[src/sv/mcdc_pkg.sv]
package mcdc_pkg;

    // Stream payload widths, whole bytes
    localparam int unsigned IN_W  = 80;
    localparam int unsigned OUT_W = 80;
    localparam int unsigned NUM_BTN = 3;

    // Configuration register codes
    typedef enum logic [0:0] {
        CFG_DBL_WINDOW  = 1'b0,
        CFG_DRAG_THRESH = 1'b1
    } t_cfg_reg;

    localparam logic [15:0] DBL_WINDOW_RST  = 16'd500;
    localparam logic [7:0]  DRAG_THRESH_RST = 8'd3;

    // Input frame, last field in the lowest bits
    typedef struct packed {
        logic [4:0]         pad;
        logic signed [7:0]  wheel_step;
        logic [31:0]        time_ms;
        logic               middle_level;
        logic               right_level;
        logic               left_level;
        logic signed [15:0] pos_y;
        logic signed [15:0] pos_x;
    } t_in_item;

    // Result frame, last field in the lowest bits
    typedef struct packed {
        logic [6:0]         pad;
        logic signed [31:0] wheel_before;
        logic signed [31:0] wheel_total;
        logic               middle_drag;
        logic               right_drag;
        logic               left_drag;
        logic               middle_double;
        logic               middle_single;
        logic               right_double;
        logic               right_single;
        logic               left_double;
        logic               left_single;
    } t_out_item;

endpackage

[src/sv/mouse_click_drag_classifier.sv]
// Mouse click / double-click / drag classifier.
// Input stream (s_axis_*): one sampled pointer frame per transaction with
// position, the three button levels, a millisecond timestamp and a wheel step.
// Output stream (m_axis_*): exactly one result per input transaction with the
// single/double click events, the drag flags after the frame and the wheel
// sum before and after the frame.
// The frame is classified by combinational logic at acceptance and the result
// lands in the output register on the accepting edge.
// Throughput is one transaction per cycle while the receiver does not stall;
// the only state loop, the per-button, anchor and wheel state, updates at acceptance.
// A stalled receiver holds the result in the output register; a new frame is
// still taken in the cycle the held result is taken (tready follows the
// downstream tready when the output register is full).
// Configuration (i_cfg_*) writes the double-click window (index 0) and the
// drag threshold (index 1); write it only while no transaction is in flight.
// Reset (synchronous, active low) empties the output register, clears all
// button, anchor and wheel state and restores window 500 ms, threshold 3.
module mouse_click_drag_classifier (
    input  logic                      i_clk,
    input  logic                      i_rst_n,
    // Configuration write port
    input  logic                      i_cfg_we,
    input  logic [0:0]                i_cfg_addr,
    input  logic [15:0]               i_cfg_wdata,
    // Input stream
    input  logic                      s_axis_tvalid,
    output logic                      s_axis_tready,
    // tdata, low bit up: pos_x[16], pos_y[16], left_level, right_level,
    // middle_level, time_ms[32], wheel_step[8], zero fill[5]
    input  logic [mcdc_pkg::IN_W-1:0] s_axis_tdata,
    // Output stream
    output logic                       m_axis_tvalid,
    input  logic                       m_axis_tready,
    // tdata, low bit up: left_single, left_double, right_single, right_double,
    // middle_single, middle_double, left_drag, right_drag, middle_drag,
    // wheel_total[32], wheel_before[32], zero fill[7]
    output logic [mcdc_pkg::OUT_W-1:0] m_axis_tdata
);

    localparam int unsigned NB = mcdc_pkg::NUM_BTN;

    // Configuration registers
    logic [15:0] r_dbl_window;
    logic [7:0]  r_drag_thresh;

    // Classifier state
    logic [NB-1:0]     r_prev;
    logic [31:0]       r_stamp [NB];
    logic [NB-1:0]     r_drag;
    logic signed [15:0] r_anchor_x;
    logic signed [15:0] r_anchor_y;
    logic signed [31:0] r_wheel;

    logic [NB-1:0]      n_prev;
    logic [31:0]        n_stamp [NB];
    logic [NB-1:0]      n_drag;
    logic signed [15:0] n_anchor_x;
    logic signed [15:0] n_anchor_y;
    logic signed [31:0] n_wheel;

    // Output register
    logic                r_out_valid;
    mcdc_pkg::t_out_item r_out;
    mcdc_pkg::t_out_item n_out;

    mcdc_pkg::t_in_item w_in;
    logic               w_accept;
    logic [NB-1:0]      w_single;
    logic [NB-1:0]      w_double;
    logic               w_pressed;
    logic               w_moved;
    logic signed [16:0] w_dx;
    logic signed [16:0] w_dy;
    logic [16:0]        w_adx;
    logic [16:0]        w_ady;
    logic signed [32:0] w_sum;

    assign w_in          = mcdc_pkg::t_in_item'(s_axis_tdata);
    assign s_axis_tready = !r_out_valid || m_axis_tready;
    assign w_accept      = s_axis_tvalid && s_axis_tready;
    assign m_axis_tvalid = r_out_valid;
    assign m_axis_tdata  = r_out;

    // Frame classification
    always_comb begin
        logic [NB-1:0] lvl;
        logic [31:0]   elapsed;
        lvl       = {w_in.middle_level, w_in.right_level, w_in.left_level};
        n_prev    = lvl;
        n_drag    = r_drag;
        w_single  = '0;
        w_double  = '0;
        w_pressed = 1'b0;
        elapsed   = '0;
        for (int b = 0; b < NB; b++) begin
            n_stamp[b] = r_stamp[b];
            if (r_prev[b] && !lvl[b]) begin
                elapsed = w_in.time_ms - r_stamp[b];
                if (elapsed < {16'd0, r_dbl_window}) begin
                    w_double[b] = 1'b1;
                    n_stamp[b]  = '0;
                end else begin
                    w_single[b] = 1'b1;
                    n_stamp[b]  = w_in.time_ms;
                end
                n_drag[b] = 1'b0;
            end
            if (!r_prev[b] && lvl[b]) begin
                w_pressed = 1'b1;
            end
        end

        // Distance from the anchor, exact over the full 16-bit range
        w_dx  = {w_in.pos_x[15], w_in.pos_x} - {r_anchor_x[15], r_anchor_x};
        w_dy  = {w_in.pos_y[15], w_in.pos_y} - {r_anchor_y[15], r_anchor_y};
        w_adx = w_dx[16] ? 17'(-w_dx) : 17'(w_dx);
        w_ady = w_dy[16] ? 17'(-w_dy) : 17'(w_dy);
        w_moved = (w_adx > {9'd0, r_drag_thresh}) || (w_ady > {9'd0, r_drag_thresh});

        n_anchor_x = r_anchor_x;
        n_anchor_y = r_anchor_y;
        if (w_pressed) begin
            n_anchor_x = w_in.pos_x;
            n_anchor_y = w_in.pos_y;
        end else if (w_moved) begin
            n_drag = n_drag | lvl;
        end

        // Saturating wheel sum
        w_sum = {r_wheel[31], r_wheel} + 33'(w_in.wheel_step);
        if (w_sum[32] != w_sum[31]) begin
            n_wheel = w_sum[32] ? 32'sh8000_0000 : 32'sh7FFF_FFFF;
        end else begin
            n_wheel = w_sum[31:0];
        end

        n_out               = '0;
        n_out.left_single   = w_single[0];
        n_out.left_double   = w_double[0];
        n_out.right_single  = w_single[1];
        n_out.right_double  = w_double[1];
        n_out.middle_single = w_single[2];
        n_out.middle_double = w_double[2];
        n_out.left_drag     = n_drag[0];
        n_out.right_drag    = n_drag[1];
        n_out.middle_drag   = n_drag[2];
        n_out.wheel_total   = n_wheel;
        n_out.wheel_before  = r_wheel;
    end

    // Configuration registers
    always_ff @(posedge i_clk) begin
        if (!i_rst_n) begin
            r_dbl_window  <= mcdc_pkg::DBL_WINDOW_RST;
            r_drag_thresh <= mcdc_pkg::DRAG_THRESH_RST;
        end else if (i_cfg_we) begin
            case (mcdc_pkg::t_cfg_reg'(i_cfg_addr))
                mcdc_pkg::CFG_DBL_WINDOW:  r_dbl_window  <= i_cfg_wdata;
                mcdc_pkg::CFG_DRAG_THRESH: r_drag_thresh <= i_cfg_wdata[7:0];
                default: ;
            endcase
        end
    end

    // State update on each accepted transaction
    always_ff @(posedge i_clk) begin
        if (!i_rst_n) begin
            r_prev     <= '0;
            r_drag     <= '0;
            r_anchor_x <= '0;
            r_anchor_y <= '0;
            r_wheel    <= '0;
            for (int b = 0; b < NB; b++) begin
                r_stamp[b] <= '0;
            end
        end else if (w_accept) begin
            r_prev     <= n_prev;
            r_drag     <= n_drag;
            r_anchor_x <= n_anchor_x;
            r_anchor_y <= n_anchor_y;
            r_wheel    <= n_wheel;
            for (int b = 0; b < NB; b++) begin
                r_stamp[b] <= n_stamp[b];
            end
        end
    end

    // Output register
    always_ff @(posedge i_clk) begin
        if (!i_rst_n) begin
            r_out_valid <= 1'b0;
        end else if (w_accept) begin
            r_out_valid <= 1'b1;
        end else if (m_axis_tready) begin
            r_out_valid <= 1'b0;
        end
    end

    always_ff @(posedge i_clk) begin
        if (w_accept) begin
            r_out <= n_out;
        end
    end

`ifndef NO_ASSERTIONS
    // A release is either single or double, never both
    a_click_excl: assert property (@(posedge i_clk) disable iff (!i_rst_n)
        r_out_valid |-> !(r_out.left_single && r_out.left_double) &&
                        !(r_out.right_single && r_out.right_double) &&
                        !(r_out.middle_single && r_out.middle_double))
        else $error("single and double click reported together");

    // A released left button cannot be dragging after the frame
    a_release_drag: assert property (@(posedge i_clk) disable iff (!i_rst_n)
        r_out_valid && (r_out.left_single || r_out.left_double) |-> !r_out.left_drag)
        else $error("left drag set on release");

    // Result wheel total matches the stored wheel state
    a_wheel_state: assert property (@(posedge i_clk) disable iff (!i_rst_n)
        w_accept |=> r_out.wheel_total == r_wheel)
        else $error("wheel total out of step with state");

    // A left double click clears the stored left stamp
    a_dbl_stamp: assert property (@(posedge i_clk) disable iff (!i_rst_n)
        w_accept && w_double[0] |=> r_stamp[0] == 32'd0)
        else $error("left stamp not cleared after double click");

    // Empty output register never stalls the input
    a_ready: assert property (@(posedge i_clk) disable iff (!i_rst_n)
        !r_out_valid |-> s_axis_tready)
        else $error("input stalled with empty output register");
`endif

endmodule

[config.mk]
export PLATFORM = sky130hd
export DESIGN_NAME = mouse_click_drag_classifier
export DESIGN_NICKNAME = d
export VERILOG_FILES = /design/src/sv/mcdc_pkg.sv /design/src/sv/mouse_click_drag_classifier.sv
export SDC_FILE = /design/constraint.sdc
export NUM_CORES = 1
export LEC_CHECK = 0
export BUFFER_PORTS_ARGS = -buffer_cell sky130_fd_sc_hd__buf_2
export CORE_ASPECT_RATIO = 1.5
export CORE_MARGIN = 1.5
export CORE_UTILIZATION = 61
export DETAILED_ROUTE_END_ITERATION = 6
export GPL_ROUTABILITY_DRIVEN = 0
export PLACE_DENSITY = 0.82
export SLEW_MARGIN = 20
export SYNTH_ARGS = -nofsm -noshare
export SYNTH_HDL_FRONTEND = slang
export SYNTH_SLANG_ARGS = --single-unit
[constraint.sdc]
create_clock -name i_clk -period 6.76 [get_ports i_clk]
set_input_delay 1.352 -clock i_clk [delete_from_list [all_inputs] [get_ports i_clk]]
set_output_delay 1.352 -clock i_clk [all_outputs]
set_load 0.05 [all_outputs]
==> summary.md, run 1 <==
| Metric | Value |
|---|---|
| Status | `finished, final reports clean` |
| Number of setup buffers added after CTS | `0` |
| Dpl cells | `just under 3,000` |
| Vias in the first global route | `between 15,000 and 20,000` |
| Die extent in x | `152 um` |
| Yosys reg bits | `264` |
| Hold Fails Final Rpt | `0` |
| Synth top area share | `0.251` |
| Worst vdd ir | `0.304 mV` |
| Die footprint | `34,200 um^2` |
| Vias | `18,106` |
| DR pass1 iterations | `7` |
| Core Area | `32,600 um^2` |
| Worst EP required | `7160 ps` |
| Clock buffer count from CTS | `25` |
| PortBufs | `171` |
| Highest-delay cell along the critical path | `a2111oi_0` |
| Setup TNS | `0 ps` |
| Top cells by area, synth | `edfxtp_1 25%, ha_1 14%, dfxtp_1 9.4%, nand2_1 5.1%, nor2_1 4.5%` |
| DRC | `0` |
| Area growth from synthesis to layout | `11.2%` |
| Tot GR Track Use | `0.322` |
| F_max | `0.157 GHz` |
| Critical Setup Path Class | `input pin to flip-flop` |
| Synthesized instance count | `2,343` |
| P per Cell Area | `257 nW/um^2` |
| Worst-Margin Slew | `1060 ps` |
| Final worst path period need | `about 6400 ps` |
| Final core utilization | `0.689` |
| Synth Flop Type | `edfxtp_1` |
| Worst setup EP type | `flip-flop` |
| CP Cell Sequence | `buf_2 -> inv_1 -> ha_1 -> inv_1 -> fa_1 -> a21o_1 -> a21oi_1 -> nor2_1 -> or4_1 -> a21oi_1 -> o21ai_0 -> a21o_1 -> a21oi_1 -> xnor2_1 -> ha_1 -> nand4_1 -> o21ai_0 -> a2111oi_0 -> nand4_1 -> nor4b_1 -> nand4_1 -> nor3_2 -> buf_12 -> nor2b_1` |
| Rows | `between 80 and 90` |
| Critical Path Sink | `m_axis_tdata[1]` |
| First-pass GRT wire length | `87,400 um` |
| Clock buffer depth | `3` |
| Synthesized area per cell | `8.62 um^2` |
| Root Driver | `clkbuf_16` |
| Reg2Reg Setup Slack | `1130 ps` |
| Multi-input logic area | `12,200 um^2` |
| Depth of the worst register-to-register path | `22` |
| Total gr overflow | `0` |
| Worst min path class | `flip-flop to flip-flop` |
| DRT antenna net count | `0` |
| H-tree Lvls | `1` |
| Hold slack | `462 ps` |
| Cell taking the most area after synthesis | `edfxtp_1` |
| CTS tree | `yes` |
| Clk Latency, worst-skew pair | `550 ps` |
| RSZ-0062 raised after global routing | `no` |
| Reg2reg start | `r_stamp[0][0]` |
| HPWL after DPL | `41,400 um` |
| EDFF count, synth | `169` |
| Share of layout cells above drive strength 1 | `0.105` |
| Antenna violations before repair | `6` |
| Register area share after synthesis | `0.345` |
| Final std cells w/o fill | `2,938` |
| Arrival time at the worst endpoint | `between 6000 and 7000 ps` |
| Relative slew slack | `0.296` |
| Routed WL per cell | `18.8 um` |
| Critical Path Max Stage Delay | `520 ps` |
| M1 WL | `~20,000 um` |
| Starting DRT DRC Count | `1,202` |
| Top Ports | `between 150 and 200` |
| Reg clk slew, reported paths | `70 ps` |
| MaxCap Viol Count | `0` |
| Fraction of registers with async set/reset | `0` |
| Mapped Area | `a little over 20,000 um^2` |
| RR Endpoint | `m_axis_tdata[1]` |
| Worst Clk Skew | `12.8 ps` |
| Leak Pwr | `approximately 9.7 nW` |
| DRT Wirelength | `55,100 um` |
| Most common cell after layout, fill and taps aside | `nand2_1` |
| Startpoint Class | `input pin` |
| DR WL met2 | `27,900 um` |
| Hold buffers post-CTS | `0` |
| DIE HEIGHT | `226 um` |
| Initial core utilization | `0.619` |
| Fin. max-slew vios | `0` |
| Met3 WL | `~3800 um` |
| Avg Vias per Cell | `~6.2` |
| FF/Latch Area | `6980 um^2` |
| Worst-path fanout max | `34` |
| # nets final | `2,830` |
| Final Setup Violations | `0` |
| Largest net degree at the start of global routing | `between 80 and 90` |
| Tcrit/Tclk final | `0.941` |
| Leading cell types in the layout, fill and taps excluded | `271 x nand2_1, 240 x nor2_1, 220 x ha_1` |
| Clock sinks | `between 200 and 300` |
| Ys Warns | `0` |
| Fill count | `2,553` |
| CP Launch Point | `s_axis_tdata[35]` |
| Post_cts resized | `0` |
| Highest metal used | `met5` |
| Synth unique cells | `between 90 and 100` |
[per-stage QoR]
stage	total power [mW]	cell area, um^2	setup WS, ps
floorplan	3.71	20200	695
global placement	4.17	21500	198
detailed placement	4.26	21600	117
CTS	5.76	22400	648
global route	6.09	22500	179
finish	5.78	22500	397
[logic make-up after synthesis]
| logic type | share of synthesized area |
|---|---|
| other cells | 0.000186 |
| compound gates | 0.219 |
| mux | 0.00557 |
| simple gates | 0.177 |
| fa+ha+maj | 0.148 |
| buf+inv | 0.0538 |
| xor+xnor | 0.0516 |
| flops | 0.345 |
[how the worst min path moves through the flow]
stage / from / cells past startpoint / endpoint
3_3_place_gp: r_drag[1] / 2 / r_drag[1]
4_1_cts: r_drag[1] / 2 / r_drag[1]
2_1_floorplan: r_drag[0] / 2 / r_drag[0]
5_1_grt: r_anchor_y[4] / 2 / r_anchor_y[4]
3_5_place_dp: r_wheel[23] / 0 / m_axis_tdata[64]
6_report: r_anchor_y[8] / 2 / r_anchor_y[8]
[final cells by class]
type / count / area share
inverter: 215 / 0.0360
sequential: 264 / 0.310
multi-input combinational: 1806 / 0.543
clock inverter: 14 / 0.00735
tap: 415 / 0.0231
clock buffer: 32 / 0.0308
antenna: 2 / 0.000223
timing repair buffer: 190 / 0.0488
[synth_stat cells (9+ instances only)]
cell type  instances
nand2_1          272
nor2_1           241
ha_1             220
inv_1            215
edfxtp_1         169
a21oi_1          159
o21ai_0          116
dfxtp_1           95
xnor2_1           74
a21boi_0          63
a21o_1            63
clkbuf_1          51
xor2_1            45
o21a_1            39
nand2b_1          38
nand3_1           32
nor3_1            32
nor2b_1           29
nand4_1           26
a31oi_1           23
and3_1            22
o211ai_1          22
a211oi_1          21
o31ai_1           18
or3_1             16
and2_1            13
o21bai_1          13
o221ai_1          12
maj3_1            11
o2111ai_1         10
o22ai_1           10
mux2i_1            9
[where the power goes]
| group | switching (mW) | internal [mW] | total [mW] |
|---|---|---|---|
| clock | 0.635 | 0.846 | 1.48 |
| sequential | 0.0806 | 1.93 | 2.01 |
| combinational | 1.47 | 0.818 | 2.29 |
[critical path, delay by kind of cell]
kind | cells | cell delay (ps)
buffers and inverters | 4 | 530
AO/OA/AOI/OAI | 8 | 2100
XOR/XNOR | 1 | 140
adder cells (fa/ha/maj) | 3 | 860
AND/OR/NAND/NOR | 8 | 1770
[flip-flops by register name, indices dropped and copies added, names as in the netlist]
register       count
r_prev             3
r_anchor_x        16
r_stamp           96
r_wheel           32
m_axis_tvalid      1
m_axis_tdata      73
r_drag             3
r_dbl_window      16
r_anchor_y        16
r_drag_thresh      8
[layer usage]
layer  track usage  vias up
met4         0.196        6
li1              -     8739
met5             0        -
met2         0.580      687
met1         0.339     8465
met3        0.0632      209
Note: power is estimated with default switching activity, not from simulation.
==> run 2, diff against run 1 <==
--- a/config.mk
+++ b/config.mk
@@ -6,7 +6,7 @@
 export NUM_CORES = 1
 export LEC_CHECK = 0
 export BUFFER_PORTS_ARGS = -buffer_cell sky130_fd_sc_hd__buf_2
-export CORE_ASPECT_RATIO = 1.5
+export CORE_ASPECT_RATIO = 1.2
 export CORE_MARGIN = 1.5
 export CORE_UTILIZATION = 61
 export DETAILED_ROUTE_END_ITERATION = 6
==> run 2 against run 1 <==
- sequential cell count unchanged
- utilization up 0.39 points
- register-to-register slack worse by 60 ps
- clock power about the same
- global-route usage down 2.8 points
- critical path depth down 1
- maximum frequency up 1.6%
==> summary.md, run 2 (synthesized netlist as in run 1, its figures left out) <==
| Metric | Value |
|---|---|
| Clock buffer count from CTS | `27 (+8.0%)` |
| Psw | `2.17 mW (-0.83%)` |
| Worst Clk Skew | `22.9 ps (+10.2 ps)` |
| Clk Latency, worst-skew pair | `570 ps (+20 ps)` |
| HPWL after DPL | `38,700 um (-6.6%)` |
| Final WS setup | `495 ps (+98.3 ps)` |
| Highest-delay cell along the critical path | `nor4_1` |
| Die footprint | `34,200 um^2 (about the same)` |
| Largest net degree at the start of global routing | `85 (+1.2%)` |
| Share of layout cells above drive strength 1 | `0.105 (+0.000313)` |
| Total power | `5.76 mW (-0.40%)` |
| Hold buffers post-CTS | `0 (unchanged)` |
| CTS tree | `yes` |
| F_max | `0.160 GHz (+1.6%)` |
| Area growth from synthesis to layout | `11.2% (about the same)` |
| Comb pwr share | `0.390 (-0.006)` |
| H-tree Lvls | `1 (unchanged)` |
| Tot GR Track Use | `0.294 (-0.0276)` |
| Switching Fraction | `0.377 (-0.00166)` |
| First-pass GRT wire length | `82,500 um (-5.6%)` |
| Total gr overflow | `0 (unchanged)` |
| DRT Wirelength | `51,000 um (-7.5%)` |
| Worst min path class | `flip-flop to flip-flop` |
| Final Setup Violations | `0 (unchanged)` |
| PortBufs | `171 (unchanged)` |
| Dpl ws | `210 ps (+93.1 ps)` |
| Post_cts resized | `0 (unchanged)` |
| CP most frequent cell | `nand4_1` |
| Starting DRT DRC Count | `1,119 (-6.9%)` |
| Vias in the first global route | `17,376 (-3.1%)` |
| Hold Fails Final Rpt | `0 (unchanged)` |
| Root Driver | `clkbuf_16` |
| Setup TNS | `0 ps (unchanged)` |
| Status | `finished, final reports clean` |
| Antenna violations before repair | `4 (-2)` |
| Startpoint Class | `input pin` |
| Worst EP required | `7070 ps (-90 ps)` |
| Tcrit/Tclk final | `0.927 (-0.0145)` |
| Clock sinks | `264 (unchanged)` |
| Critical Path Max Stage Delay | `440 ps (-80 ps)` |
| Fin. max-slew vios | `0 (unchanged)` |
| Routed WL per cell | `17.4 um (-7.3%)` |
| Leak Pwr | `9.70 nW (about the same)` |
| DIE HEIGHT | `202 um (-10%)` |
| Vias | `17,954 (-0.84%)` |
| CP Cell Sequence | `buf_2 -> ha_1 -> nor2b_1 -> o2111ai_1 -> a311oi_1 -> o21ai_0 -> a21boi_0 -> o21a_1 -> o21ai_0 -> nand2b_1 -> a21o_1 -> a21oi_1 -> xnor2_1 -> ha_1 -> a2111oi_0 -> nand4_1 -> a2111oi_0 -> nand4_1 -> nor4_1 -> nand4_1 -> nor4_4 -> buf_12 -> nor2_1` |
| P per Cell Area | `256 nW/um^2 (-0.34%)` |
| Worst setup EP type | `flip-flop` |
| Reg clk slew, reported paths | `60 ps (about the same)` |
| Initial core utilization | `0.623 (+0.00387)` |
| Clock buffer depth | `3 (unchanged)` |
| Relative slew slack | `0.304 (+0.00763)` |
| Worst-Margin Slew | `1040 ps (-11.4 ps)` |
| Part of the power in registers | `0.348 (about the same)` |
| Die extent in x | `169 um (+12%)` |
| Rows | `72 (-11%)` |
| Core Area | `32,400 um^2 (-0.62%)` |
| # nets final | `2,831 (+0.035%)` |
| DRC | `0 (unchanged)` |
| Number of setup buffers added after CTS | `0 (unchanged)` |
| Critical Setup Path Class | `input pin to flip-flop` |
| Worst vdd ir | `0.234 mV (-23%)` |
| Area after DPL | `21,500 um^2 (-0.35%)` |
| Internal | `3.59 mW (-0.13%)` |
| Largest register FFs | `96 (unchanged)` |
| Arrival time at the worst endpoint | `6570 ps (-190 ps)` |
| CP top delay family | `compound AO/OA/AOI/OAI gates` |
| RSZ-0062 raised after global routing | `no` |
| MaxCap Viol Count | `0 (unchanged)` |
| Top Ports | `184 (unchanged)` |
| Post-route cell area | `22,500 um^2 (about the same)` |
| DR pass1 iterations | `6 (-1)` |
| Leading cell types in the layout, fill and taps excluded | `271 x nand2_1, 240 x nor2_1, 220 x ha_1` |
| Avg Vias per Cell | `6.12 (-0.64%)` |
| DRT antenna net count | `0 (unchanged)` |
| Register bank with the most flops | `r_stamp` |
| WP buf/inv | `2 (-2)` |
| Most common cell after layout, fill and taps aside | `nand2_1` |
| Final worst path period need | `6260 ps (-98.3 ps)` |
| Clock network fraction of design power | `0.261 (+0.005)` |
| Worst-path fanout max | `30 (-12%)` |
==> run 2: changes by cell type in the layout (fill, tap and decap cells not counted), sizes merged <==
cell    previous run  this run
bufinv             3         1
clkinv             7         6
clkbuf            32        38
buf              190       189
==> run 2: metrics by stage <==
| stage | hold slack [ps] | util | instances |
|---|---|---|---|
| floorplan | 428 | - | 2349 |
| global placement | 442 | 0.663 | 2879 |
| detailed placement | 452 | 0.663 | 2879 |
| CTS | 462 | 0.691 | 2928 |
| global route | 479 | 0.692 | 2931 |
| finish | 463 | 0.692 | 2932 |
==> run 2: power by group through the flow <==
stage / combinational (mW) / clock [mW] / sequential, mW
after global routing: 2.47 / 1.58 / 2.02
after floorplan: 1.43 / 0 / 2.29
final: 2.25 / 1.51 / 2.00
after detailed placement: 2.19 / 0 / 2.04
after global placement: 2.11 / 0 / 2.03
after CTS: 2.21 / 1.53 / 2.00
==> run 2: routing by layer <==
layer	vias to the layer above	wire length, um	global-route usage
met5	-	32	0
met4	4	1930	0.126
met3	115	2910	0.0368
met2	583	25400	0.530
met1	8507	20700	0.350
li1	8745	-	-
==> run 2: worst min-delay path: stages (launching register included) <==
cell     delay, ps
dfxtp_1        310
inv_1           50
o32ai_1         60
==> run 2: final timing paths <==
check                                 startpoint              to  slack, ps  cells past startpoint
worst min register to register         r_drag[2]       r_drag[2]        460                      2
worst max register to register    r_stamp[0][65]  r_stamp[0][72]       1070                     23
worst max-delay path            s_axis_tdata[36]  r_stamp[0][72]        500                     23
worst min-delay path                   r_drag[2]       r_drag[2]        460                      2
==> run 2: final cells by class <==
cell class,instances,area [um^2]
flip-flops and latches,264,6980
inverters,215,808
clock buffers,38,768
diodes,2,5.00
clock inverters,11,124
fillers,2585,9970
multi-input cells,1806,12200
repair buffers,189,1060
well taps,407,509
